## src/rtl/utf8_identifier_protector_top_defines.svh

```systemverilog
// Assertion macros for the identifier protector.
// Taken in by the top level; no other dependencies.
`ifndef UTF8_IDENTIFIER_PROTECTOR_TOP_DEFINES_SVH
`define UTF8_IDENTIFIER_PROTECTOR_TOP_DEFINES_SVH
`ifndef SYNTHESIS
// Antecedent implies consequent in the same cycle.
`define UIP_ASSERT_NOW(lbl, clk, rst_n, ante, cons) \
	lbl: assert property (@(posedge clk) disable iff (!rst_n) (ante) |-> (cons)) \
		else $error("uip assertion failed");
// Antecedent implies consequent in the next cycle.
`define UIP_ASSERT_NEXT(lbl, clk, rst_n, ante, cons) \
	lbl: assert property (@(posedge clk) disable iff (!rst_n) (ante) |=> (cons)) \
		else $error("uip assertion failed");
`else
`define UIP_ASSERT_NOW(lbl, clk, rst_n, ante, cons)
`define UIP_ASSERT_NEXT(lbl, clk, rst_n, ante, cons)
`endif
`endif

```

## src/rtl/uip_pkg.sv

```systemverilog
// Shared types and constants of the identifier protector.
// No dependencies; used by every module of the block.
`default_nettype none
package uip_pkg;

	localparam int CP_W   = 21;
	localparam int STEP_W = 3;

	localparam logic [7:0]      SPACE_BYTE     = 8'h20;
	localparam logic [7:0]      CONT_MASK      = 8'hC0;
	localparam logic [7:0]      CONT_TAG       = 8'h80;
	localparam logic [CP_W-1:0] REPLACEMENT_CP = 21'h00FFFD;
	localparam logic [6:0]      DASH_CHAR      = 7'h2D;
	localparam logic [6:0]      UNDER_CHAR     = 7'h5F;

	typedef struct packed {
		logic [7:0] name_byte;
		logic       final_byte;
	} in_item_t;

	typedef struct packed {
		logic [6:0] out_char;
		logic       char_present;
		logic       end_of_name;
	} out_item_t;

	typedef enum logic [1:0] {
		CMD_CHAR,
		CMD_PROT,
		CMD_END
	} cmd_kind_t;

	typedef struct packed {
		cmd_kind_t       kind;
		logic [CP_W-1:0] value;
		logic            last;
	} cmd_t;

	typedef struct packed {
		logic full;
		logic empty;
	} queue_status_t;

endpackage
`default_nettype wire

```

## src/rtl/uip_front.sv

```systemverilog
// Front part: accepts bytes, tracks UTF-8 decode state, issues commands.
// Depends on uip_pkg.
`default_nettype none
module uip_front (
	input  wire logic              clk,
	input  wire logic              arst_n,
	input  wire logic              byte_valid,
	input  wire uip_pkg::in_item_t byte_item,
	input  wire logic              queue_full,
	output logic                   push,
	output uip_pkg::cmd_t          push_cmd
);

	logic                      in_space_run_q;
	logic [uip_pkg::CP_W-1:0]  code_accum_q;
	logic [1:0]                bytes_pending_q;

	logic                      nxt_run;
	logic [uip_pkg::CP_W-1:0]  nxt_acc;
	logic [1:0]                nxt_pend;
	logic                      has_out;
	uip_pkg::cmd_kind_t        kind;
	logic [uip_pkg::CP_W-1:0]  value;
	logic [uip_pkg::CP_W-1:0]  acc_shift;
	logic [7:0]                b;
	logic                      accept;
	logic                      alnum;

	assign b         = byte_item.name_byte;
	assign accept    = byte_valid && !queue_full;
	assign acc_shift = {code_accum_q[uip_pkg::CP_W-7:0], b[5:0]};
	assign alnum     = (b >= 8'h30 && b <= 8'h39) || (b >= 8'h41 && b <= 8'h5A) ||
	                   (b >= 8'h61 && b <= 8'h7A);

	// Classify the byte and work out the next decode state
	always_comb begin
		nxt_run  = in_space_run_q;
		nxt_acc  = code_accum_q;
		nxt_pend = bytes_pending_q;
		has_out  = 1'b0;
		kind     = uip_pkg::CMD_CHAR;
		value    = '0;
		if (b == uip_pkg::SPACE_BYTE) begin
			nxt_pend = '0;
			nxt_acc  = '0;
			nxt_run  = 1'b1;
			if (!in_space_run_q) begin
				has_out = 1'b1;
				value   = {14'd0, uip_pkg::DASH_CHAR};
			end
		end else begin
			nxt_run = 1'b0;
			if ((b & uip_pkg::CONT_MASK) == uip_pkg::CONT_TAG) begin
				if (bytes_pending_q != 2'd0) begin
					nxt_pend = bytes_pending_q - 2'd1;
					if (bytes_pending_q == 2'd1) begin
						has_out = 1'b1;
						kind    = uip_pkg::CMD_PROT;
						value   = acc_shift;
						nxt_acc = '0;
					end else begin
						nxt_acc = acc_shift;
					end
				end else begin
					has_out = 1'b1;
					kind    = uip_pkg::CMD_PROT;
					value   = uip_pkg::REPLACEMENT_CP;
				end
			end else begin
				nxt_pend = '0;
				nxt_acc  = '0;
				priority if (alnum) begin
					has_out = 1'b1;
					value   = {14'd0, b[6:0]};
				end else if (b < 8'h80) begin
					has_out = 1'b1;
					kind    = uip_pkg::CMD_PROT;
					value   = {14'd0, b[6:0]};
				end else if (b < 8'hE0) begin
					nxt_acc  = {16'd0, b[4:0]};
					nxt_pend = 2'd1;
				end else if (b < 8'hF0) begin
					nxt_acc  = {17'd0, b[3:0]};
					nxt_pend = 2'd2;
				end else if (b < 8'hF8) begin
					nxt_acc  = {18'd0, b[2:0]};
					nxt_pend = 2'd3;
				end else begin
					has_out = 1'b1;
					kind    = uip_pkg::CMD_PROT;
					value   = uip_pkg::REPLACEMENT_CP;
				end
			end
		end
	end

	// Queue a command when the byte yields output or ends the name
	assign push          = accept && (has_out || byte_item.final_byte);
	assign push_cmd.kind = has_out ? kind : uip_pkg::CMD_END;
	assign push_cmd.value = has_out ? value : '0;
	assign push_cmd.last = byte_item.final_byte;

	// Hold decode state; drop it all at the end of a name
	always_ff @(posedge clk or negedge arst_n) begin
		if (!arst_n) begin
			in_space_run_q  <= 1'b0;
			code_accum_q    <= '0;
			bytes_pending_q <= '0;
		end else if (accept) begin
			if (byte_item.final_byte) begin
				in_space_run_q  <= 1'b0;
				code_accum_q    <= '0;
				bytes_pending_q <= '0;
			end else begin
				in_space_run_q  <= nxt_run;
				code_accum_q    <= nxt_acc;
				bytes_pending_q <= nxt_pend;
			end
		end
	end

endmodule
`default_nettype wire

```

## src/rtl/uip_queue.sv

```systemverilog
// Short command queue between the front and back parts.
// Depends on uip_pkg.
`default_nettype none
module uip_queue #(
	parameter int DEPTH = 2
) (
	input  wire logic           clk,
	input  wire logic           arst_n,
	input  wire logic           push,
	input  wire uip_pkg::cmd_t  push_cmd,
	input  wire logic           pop,
	output uip_pkg::cmd_t       head,
	output uip_pkg::queue_status_t status
);

	localparam int PTR_W = (DEPTH > 1) ? $clog2(DEPTH) : 1;
	localparam int CNT_W = $clog2(DEPTH + 1);

	uip_pkg::cmd_t    entry_q [DEPTH];
	logic [PTR_W-1:0] wr_ptr_q;
	logic [PTR_W-1:0] rd_ptr_q;
	logic [CNT_W-1:0] count_q;

	assign head         = entry_q[rd_ptr_q];
	assign status.full  = (count_q == CNT_W'(DEPTH));
	assign status.empty = (count_q == '0);

	// Store pushed commands
	always_ff @(posedge clk) begin
		if (push) begin
			entry_q[wr_ptr_q] <= push_cmd;
		end
	end

	// Advance pointers and occupancy
	always_ff @(posedge clk or negedge arst_n) begin
		if (!arst_n) begin
			wr_ptr_q <= '0;
			rd_ptr_q <= '0;
			count_q  <= '0;
		end else begin
			if (push) begin
				wr_ptr_q <= (wr_ptr_q == PTR_W'(DEPTH - 1)) ? '0 : wr_ptr_q + 1'b1;
			end
			if (pop) begin
				rd_ptr_q <= (rd_ptr_q == PTR_W'(DEPTH - 1)) ? '0 : rd_ptr_q + 1'b1;
			end
			if (push && !pop) begin
				count_q <= count_q + 1'b1;
			end else if (pop && !push) begin
				count_q <= count_q - 1'b1;
			end
		end
	end

endmodule
`default_nettype wire

```

## src/rtl/uip_back.sv

```systemverilog
// Back part: expands queued commands into output characters, one per cycle while the output is not stalled.
// Depends on uip_pkg.
`default_nettype none
module uip_back (
	input  wire logic                   clk,
	input  wire logic                   arst_n,
	input  wire uip_pkg::cmd_t          head,
	input  wire logic                   queue_empty,
	output logic                        pop,
	output logic                        char_valid,
	input  wire logic                   char_stall,
	output uip_pkg::out_item_t          char_item
);

	logic [uip_pkg::STEP_W-1:0] step_q;
	logic                       char_valid_q;
	uip_pkg::out_item_t         char_item_s1;

	logic                       load;
	logic                       long_cp;
	logic                       underscore;
	logic                       last_step;
	logic [uip_pkg::STEP_W-1:0] nib_idx;
	logic [3:0]                 nib;
	logic [6:0]                 hex_char;
	uip_pkg::out_item_t         nxt_item;

	assign load    = !char_valid_q || !char_stall;
	assign long_cp = |head.value[uip_pkg::CP_W-1:16];
	assign nib_idx = long_cp ? (3'd7 - step_q) : (3'd4 - step_q);

	// Pick the hex digit for this step
	always_comb begin
		unique case (nib_idx)
			3'd0:    nib = head.value[3:0];
			3'd1:    nib = head.value[7:4];
			3'd2:    nib = head.value[11:8];
			3'd3:    nib = head.value[15:12];
			3'd4:    nib = head.value[19:16];
			3'd5:    nib = {3'd0, head.value[20]};
			default: nib = 4'd0;
		endcase
		hex_char = (nib < 4'd10) ? (7'h30 + {3'd0, nib}) : (7'h57 + {3'd0, nib});
	end

	// Build the result for the current step of the head command
	always_comb begin
		underscore = long_cp ? (step_q < 3'd2) : (step_q == 3'd0);
		last_step  = 1'b1;
		nxt_item   = '0;
		unique case (head.kind)
			uip_pkg::CMD_CHAR: begin
				nxt_item.out_char     = head.value[6:0];
				nxt_item.char_present = 1'b1;
			end
			uip_pkg::CMD_PROT: begin
				last_step             = long_cp ? (step_q == 3'd7) : (step_q == 3'd4);
				nxt_item.out_char     = underscore ? uip_pkg::UNDER_CHAR : hex_char;
				nxt_item.char_present = 1'b1;
			end
			default: begin
				nxt_item.out_char     = '0;
				nxt_item.char_present = 1'b0;
			end
		endcase
		nxt_item.end_of_name = head.last && last_step;
	end

	assign pop        = load && !queue_empty && last_step;
	assign char_valid = char_valid_q;
	assign char_item  = char_item_s1;

	// Hold the output register while stalled; advance otherwise
	always_ff @(posedge clk or negedge arst_n) begin
		if (!arst_n) begin
			char_valid_q <= 1'b0;
			step_q       <= '0;
		end else if (load) begin
			char_valid_q <= !queue_empty;
			if (!queue_empty) begin
				step_q <= last_step ? '0 : step_q + 1'b1;
			end
		end
	end

	always_ff @(posedge clk) begin
		if (load && !queue_empty) begin
			char_item_s1 <= nxt_item;
		end
	end

endmodule
`default_nettype wire

```

## src/rtl/utf8_identifier_protector_top.sv

```systemverilog
// Path: an accepted byte is written into the queue, then its first result is registered at the back part's output.
// Throughput: one byte per cycle while each byte yields at most one character and the
// output is not stalled; an escaped character is written out as _xxxx or __xxxxxx,
// one character per cycle by the back part into its output register, holding the queue meanwhile.
// Reset: arst_n clears decode state, queue and output valid at once.
`default_nettype none
`include "utf8_identifier_protector_top_defines.svh"
module utf8_identifier_protector_top #(
	parameter int QUEUE_DEPTH = 2
) (
	input  wire logic               clk,
	input  wire logic               arst_n,
	input  wire logic               byte_valid,
	output logic                    byte_stall,
	input  wire uip_pkg::in_item_t  byte_item,
	output logic                    char_valid,
	input  wire logic               char_stall,
	output uip_pkg::out_item_t      char_item
);

	logic                   push;
	logic                   pop;
	uip_pkg::cmd_t          push_cmd;
	uip_pkg::cmd_t          head;
	uip_pkg::queue_status_t q_status;
	logic                   bare_out;
	logic                   bare_ok;

	assign byte_stall = q_status.full;

	uip_front u_front (
		.clk        (clk),
		.arst_n     (arst_n),
		.byte_valid (byte_valid),
		.byte_item  (byte_item),
		.queue_full (q_status.full),
		.push       (push),
		.push_cmd   (push_cmd)
	);

	uip_queue #(
		.DEPTH (QUEUE_DEPTH)
	) u_queue (
		.clk      (clk),
		.arst_n   (arst_n),
		.push     (push),
		.push_cmd (push_cmd),
		.pop      (pop),
		.head     (head),
		.status   (q_status)
	);

	uip_back u_back (
		.clk         (clk),
		.arst_n      (arst_n),
		.head        (head),
		.queue_empty (q_status.empty),
		.pop         (pop),
		.char_valid  (char_valid),
		.char_stall  (char_stall),
		.char_item   (char_item)
	);

	// Checks on the front/back hand-over and the end marker
	assign bare_out = char_valid && !char_item.char_present;
	assign bare_ok  = char_item.end_of_name && (char_item.out_char == 7'd0);

	`UIP_ASSERT_NOW(a_no_push_full, clk, arst_n, push, !q_status.full)
	`UIP_ASSERT_NOW(a_no_pop_empty, clk, arst_n, pop, !q_status.empty)
	`UIP_ASSERT_NOW(a_bare_ends, clk, arst_n, bare_out, bare_ok)
	`UIP_ASSERT_NEXT(a_push_fills, clk, arst_n, push && !pop, !q_status.empty)

endmodule
`default_nettype wire
```

## config.mk

```make
export PLATFORM = sky130hd
export DESIGN_NAME = utf8_identifier_protector_top
export DESIGN_NICKNAME = d
export VERILOG_FILES = /design/src/rtl/uip_pkg.sv /design/src/rtl/uip_front.sv /design/src/rtl/uip_queue.sv /design/src/rtl/uip_back.sv /design/src/rtl/utf8_identifier_protector_top.sv
export VERILOG_INCLUDE_DIRS = /design/src /design/src/rtl
export SDC_FILE = /design/constraint.sdc
export NUM_CORES = 1
export LEC_CHECK = 0
export BUFFER_PORTS_ARGS = -buffer_cell sky130_fd_sc_hd__buf_2
export CORE_UTILIZATION = 45
export CTS_CLUSTER_SIZE = 12
export DETAILED_ROUTE_END_ITERATION = 16
export SETUP_SLACK_MARGIN = 0.05
export SKIP_LAST_GASP = 1
export SLEW_MARGIN = 20
export SYNTH_ARGS = -nofsm -noshare
export SYNTH_HDL_FRONTEND = slang
export SYNTH_SLANG_ARGS = --single-unit
```

## constraint.sdc

```tcl
create_clock -name clk -period 6.1 [get_ports clk]
set_input_delay 0.305 -clock clk [delete_from_list [all_inputs] [get_ports clk]]
set_output_delay 0.305 -clock clk [all_outputs]
set_load 0.05 [all_outputs]
```

==> flow_metrics.tcl, run 1 <==
set metrics [dict create \
    power.leakage_nw 1.76 \
    place_congestion 0.885 \
    ys.flop_type "edfxtp_1" \
    ant_nets 0 \
    cts-buffers-inserted 9 \
    final_max_slew_viol_count 0 \
    worst_pin_slew_ps 1060 \
    rsz0062_at_grt "no" \
    synth_area_mm2 0.00410 \
    fin_crit_ps 3500 \
    relSlewSlack 0.293 \
    max_cap_viol_count 0 \
    numClockSinks 83 \
    grt_pass1_wl_um 13500 \
    reg2reg_from "u_queue.rd_ptr_q" \
    worstPathArrival_ps 3650 \
    finalHoldViolations 0 \
    cp-start-kind "flop" \
    r2r_end "u_back.char_item[6]" \
    die_w_um 97.5 \
    fmax_mhz 286 \
    cp-end-kind "flop" \
    dr.pass1.iters 4 \
    grt_pass1_vias 2601 \
    setup_slack_ps 2600 \
    ys_warn_count 0 \
    dpl_cell_area_mm2 0.00433 \
    fin_area_mm2 0.00451 \
    cp-endpoint "u_back.char_item[6]" \
    cts_setup_buffers 0 \
    yosysSeqAreaShare 0.576 \
    ys_seq_elements 83 \
    tritoncts "done" \
    critPathMaxFanout 15 \
    period_share 0.574 \
    drt-wirelength-per-cell_um 17.3 \
    post-place-cells 460 \
    drc_errors 0 \
    ios 24 \
    fp-row-count 34 \
    overflow 0 \
    via_per_inst 5.57 \
    areaGrowthSynthToFinish_pct 9.88 \
    fin_cells 477 \
    hold_ws_ps 158 \
    die_height_um 97.5 \
    cts-htree-levels 3 \
    track_usage 0.184 \
    clk_latency_ps 350 \
    drive_above_1_share 0.168 \
    setup_viol 0 \
    ys_types 59 \
    cts.clk_slew.worst_paths_ps 90 \
    synth_top_area_frac 0.417 \
    synthesis.nets 360 \
    status "completed" \
    grt_max_degree 27 \
    tns_ps 0 \
    synth_area_leader_cell "edfxtp_1" \
    drt_iter0_drc 187 \
    power_density_mw_per_mm2 436 \
    pre_cts_ws_ps 2620 \
    routed_wl_um 8260 \
    synth_top_cells_by_count "edfxtp_1 (57), nand2_1 (36), a21oi_1 (27), dfrtp_1 (26), mux2i_1 (25)" \
    vdd_drop_max_mv 0.166 \
    rrSetupSlack_ps 2600 \
    synth_edf_count 57 \
    async_flop_share 0.313 \
    skew_ps 4.54 \
    cts_buffer_depth 2 \
    yosysMostFrequentCell "edfxtp_1" \
    crit_required_ps 6250 \
    finalNetCount 386 \
    dpl.hpwl_um 5910 \
    critPathKind "reg -> reg" \
    synth_cells 338 \
    vias 2656 \
    synthTopCellsByArea "edfxtp_1 (42%), dfrtp_1 (16%), mux2i_1 (6.1%), a21oi_1 (3.3%), nand2_1 (3.3%)" \
    synth_area_per_cell_um2 12.1 \
    startpoint "u_queue.rd_ptr_q" \
    initial_core_util 0.468 \
    cts_root_buf "clkbuf_8" \
    worstHoldPathType "in -> reg" \
    r2r_cells 8 \
    die_area_mm2 0.00951 \
    core_area_mm2 0.00876 \
    diodes 0 \
    port_buffers 23 \
    antenna_found_initial 0 \
]
power breakdown:
part | switching, W | leakage (nW) | internal (W)
clock | 0.000202 | 0.0787 | 0.000148
sequential | 0.0000844 | 0.887 | 0.000773
combinational | 0.000502 | 0.793 | 0.000258
total | 0.000788 | 1.76 | 0.00118
timing repair:
item                       4_1_cts  5_1_grt
hold buffers                     1        0
resized for setup                0        0
hold endpoints to repair        26        0
setup endpoints to repair        0        0
placed cells by master, fill, tap and decap left out, drive strengths merged, types with 12 or more instances in the layout:
| cell type | Yosys | layout |
|---|---|---|
| a21oi | 27 | 27 |
| a22o | 13 | 13 |
| buf | 4 | 27 |
| dfrtp | 26 | 26 |
| edfxtp | 57 | 57 |
| inv | 13 | 14 |
| mux2i | 26 | 26 |
| nand2 | 36 | 36 |
| nor2 | 17 | 17 |
| nor3 | 12 | 12 |
| o21ai | 13 | 13 |
how the worst min path moves through the flow:
| stage | startpoint | end | cells past startpoint |
|---|---|---|---|
| after floorplan | arst_n | u_back.char_valid | 0 |
| after global placement | arst_n | u_back.char_valid | 1 |
| after detailed placement | arst_n | u_back.char_valid | 1 |
| after CTS | char_stall | u_back.char_valid | 3 |
| after global routing | char_stall | u_back.char_valid | 3 |
| final | char_stall | u_back.char_valid | 3 |
layout make-up:
type	instances	area, µm²
Fill cell	764	4250
Multi-Input combinational cell	229	1640
Inverter	13	48.8
Tap cell	108	135
Sequential cell	83	2360
Timing Repair Buffer	28	155
Clock inverter	6	41.3
Clock buffer	10	128
registers in the layout, indices dropped and copies added (netlist names):
register / cells
u_front.code_accum_q: 15
u_queue.wr_ptr_q: 1
u_back.step_q: 3
u_front.bytes_pending_q: 2
u_queue.entry_q: 48
u_queue.count_q: 2
u_back.char_valid: 1
u_front.in_space_run_q: 1
u_back.char_item: 9
u_queue.rd_ptr_q: 1
worst max-delay path: stages, from the launching register on:
cell and delay [ps]:
dfrtp_1 820, nor4b_2 490, o22a_4 340, mux2i_1 350, o22ai_1 160, a211oi_1 440, ha_1 290, a21oi_1 80
a221oi_1 310
per-stage QoR:
stage / total power, W / utilization
3_5_place_dp: 0.00163 / 0.494
4_1_cts: 0.00199 / 0.515
2_1_floorplan: 0.00144 / -
6_report: 0.00197 / 0.515
5_1_grt: 0.00208 / 0.515
3_3_place_gp: 0.00163 / 0.493
metal layers:
metal | vias to the layer above | global-route usage | wire, µm
met4 | 0 | 0.0826 | 150
met5 | - | 0 | 0
met1 | 1246 | 0.252 | 4010
met2 | 54 | 0.286 | 3830
li1 | 1346 | - | -
met3 | 10 | 0.0309 | 271
cells by family (layout without fill, tap and decap cells):
family	after synthesis	after routing	synth area share
AO/OA/AOI/OAI	88	88	0.153
XOR/XNOR	5	5	0.0107
adder cells (fa/ha/maj)	9	9	0.0274
buffers and inverters	26	57	0.0290
flip-flops	83	83	0.576
multiplexers	31	31	0.0835
AND/OR/NAND/NOR	96	96	0.121
Power figures use the tool's default switching activity.
==> run 2, diff against run 1 <==
Clock period 6.1 ns to 3.3 ns, I/O delays scaled along.
==> flow_metrics.tcl, run 2 (synthesis gave the netlist of run 1 again) <==
set metrics [dict create \
    status "completed" \
    max_cap_viol_count 0 \
    ios 24 \
    power_density_mw_per_mm2 813 \
    largest_reg_flops 48 \
    finalNetCount 395 \
    holdCritStartpoint "byte_item[2]" \
    dr.pass1.iters 4 \
    worstHoldPathType "in -> reg" \
    layout_commonest_cell "edfxtp_1" \
    overflow 0 \
    cts-buffers-inserted 9 \
    place_congestion 0.857 \
    cts_resized 0 \
    antenna_found_initial 0 \
    cts-htree-levels 3 \
    multi_input_area_mm2 0.00163 \
    core_area_mm2 0.00876 \
    clk_latency_ps 350 \
    port_buffers 23 \
    dr_wl_met3_um 294 \
    numClockSinks 83 \
    fmax_mhz 330 \
    crit_top_cell "ha_1" \
    nFillCells 785 \
    skew_ps 11.8 \
    top_register "u_queue.entry_q" \
    vias 2784 \
    drc_errors 0 \
    startpoint "u_back.step_q[1]" \
    final_max_slew_viol_count 0 \
    initial_core_util 0.468 \
    die_area_mm2 0.00951 \
    tns_ps 0 \
    die_height_um 97.5 \
    finalHoldViolations 0 \
    seqCellArea_mm2 0.00236 \
    fin_area_mm2 0.00459 \
    reg2reg_from "u_back.step_q[1]" \
    grt_pass1_wl_um 13900 \
    dpl.hpwl_um 5990 \
    routed_wl_um 8250 \
    wl_met1_um 3940 \
    vdd_drop_max_mv 0.322 \
    ant_nets 0 \
    cts_root_buf "clkbuf_8" \
    diodes 0 \
    hold_ws_ps 98.4 \
    rsz0062_at_grt "no" \
    highest_layer "met4" \
    fp-row-count 34 \
    relSlewSlack 0.551 \
    areaGrowthSynthToFinish_pct 12.0 \
    mostFrequentLayoutCells "edfxtp_1 (57), nand2_1 (36), a21oi_1 (27)" \
    worstPathArrival_ps 3120 \
    drt_iter0_drc 106 \
    power.leakage_nw 1.82 \
    postLayoutCoreUtil 0.524 \
    cp-end-kind "flop" \
    cp-start-kind "flop" \
    via_per_inst 5.73 \
    drt-wirelength-per-cell_um 17.0 \
    tritoncts "done" \
    die_w_um 97.5 \
    cts_setup_buffers 0 \
    crit_slowest_cell "dfrtp_1" \
    setup_viol 0 \
    track_usage 0.190 \
    wl_met2_um 3830 \
    cp_cell_sequence "inv_1 > ha_1 > ha_1 > o221ai_1 > o22a_2 > o32ai_2 > a31oi_2 > a2111o_1 > and3_1" \
    max_stage_delay_ps 460 \
    critPathMaxFanout 8 \
    worst_pin_slew_ps 673 \
    grt_pass1_vias 2774 \
    dpl_cell_area_mm2 0.00438 \
    drive_above_1_share 0.183 \
    critPathKind "reg -> reg" \
    fin_crit_ps 3030 \
    cts_buffer_depth 2 \
    period_share 0.918 \
    cts.clk_slew.worst_paths_ps 80 \
    crit_required_ps 3390 \
    grt_max_degree 27 \
]
[run 2: cell type report]
type	instances	share of cell area
multi-input combinational	229	0.355
clock inverter	6	0.0142
clock buffer	10	0.0278
sequential	83	0.514
timing repair buffer	37	0.0490
tap	108	0.0294
inverter	13	0.0106
[run 2: timing repair]
action / in CTS / in global routing
hold endpoints to repair: 27 / 0
hold buffers: 2 / 0
endpoints found under the setup margin: 0 / 0
[run 2: routing by layer]
layer  vias to the layer above  track usage
li1                       1370            -
met1                      1338        0.252
met2                        61        0.296
met3                        15       0.0374
met4                         0       0.0973
met5                         -            0
[run 2: critical path: cells and delay by family (launching register included)]
| family | cells | cell delay, ps |
|---|---|---|
| compound gates | 5 | 1420 |
| fa+ha+maj | 2 | 610 |
| buf+inv | 1 | 120 |
| flops | 1 | 460 |
| simple gates | 1 | 160 |
[run 2: stage by stage]
step | setup slack (ps) | instances | total power [W]
finish | 269 | 486 | 0.00374
detailed placement | 335 | 468 | 0.00306
floorplan | 180 | 338 | 0.00267
CTS | 304 | 486 | 0.00378
global route | 82.7 | 486 | 0.00398
global placement | 365 | 468 | 0.00304
[run 2: path summary, 6_finish.rpt]
path,to,cells after the start,slack [ps]
worst min register to register,u_front.in_space_run_q,2,480
max in group asynchronous,u_front.code_accum_q[3],2,2470
worst max-delay path,u_back.char_item[2],9,270
worst min-delay path,u_front.code_accum_q[1],2,100
min in group asynchronous,u_queue.count_q[0],2,380
worst max register to register,u_back.char_item[2],9,270
[run 2: power by group]
part / internal, W / switching, W / total, W
sequential: 0.00143 / 0.000119 / 0.00155
combinational: 0.000515 / 0.000960 / 0.00148
clock: 0.000352 / 0.000363 / 0.000715
total: 0.00230 / 0.00144 / 0.00374
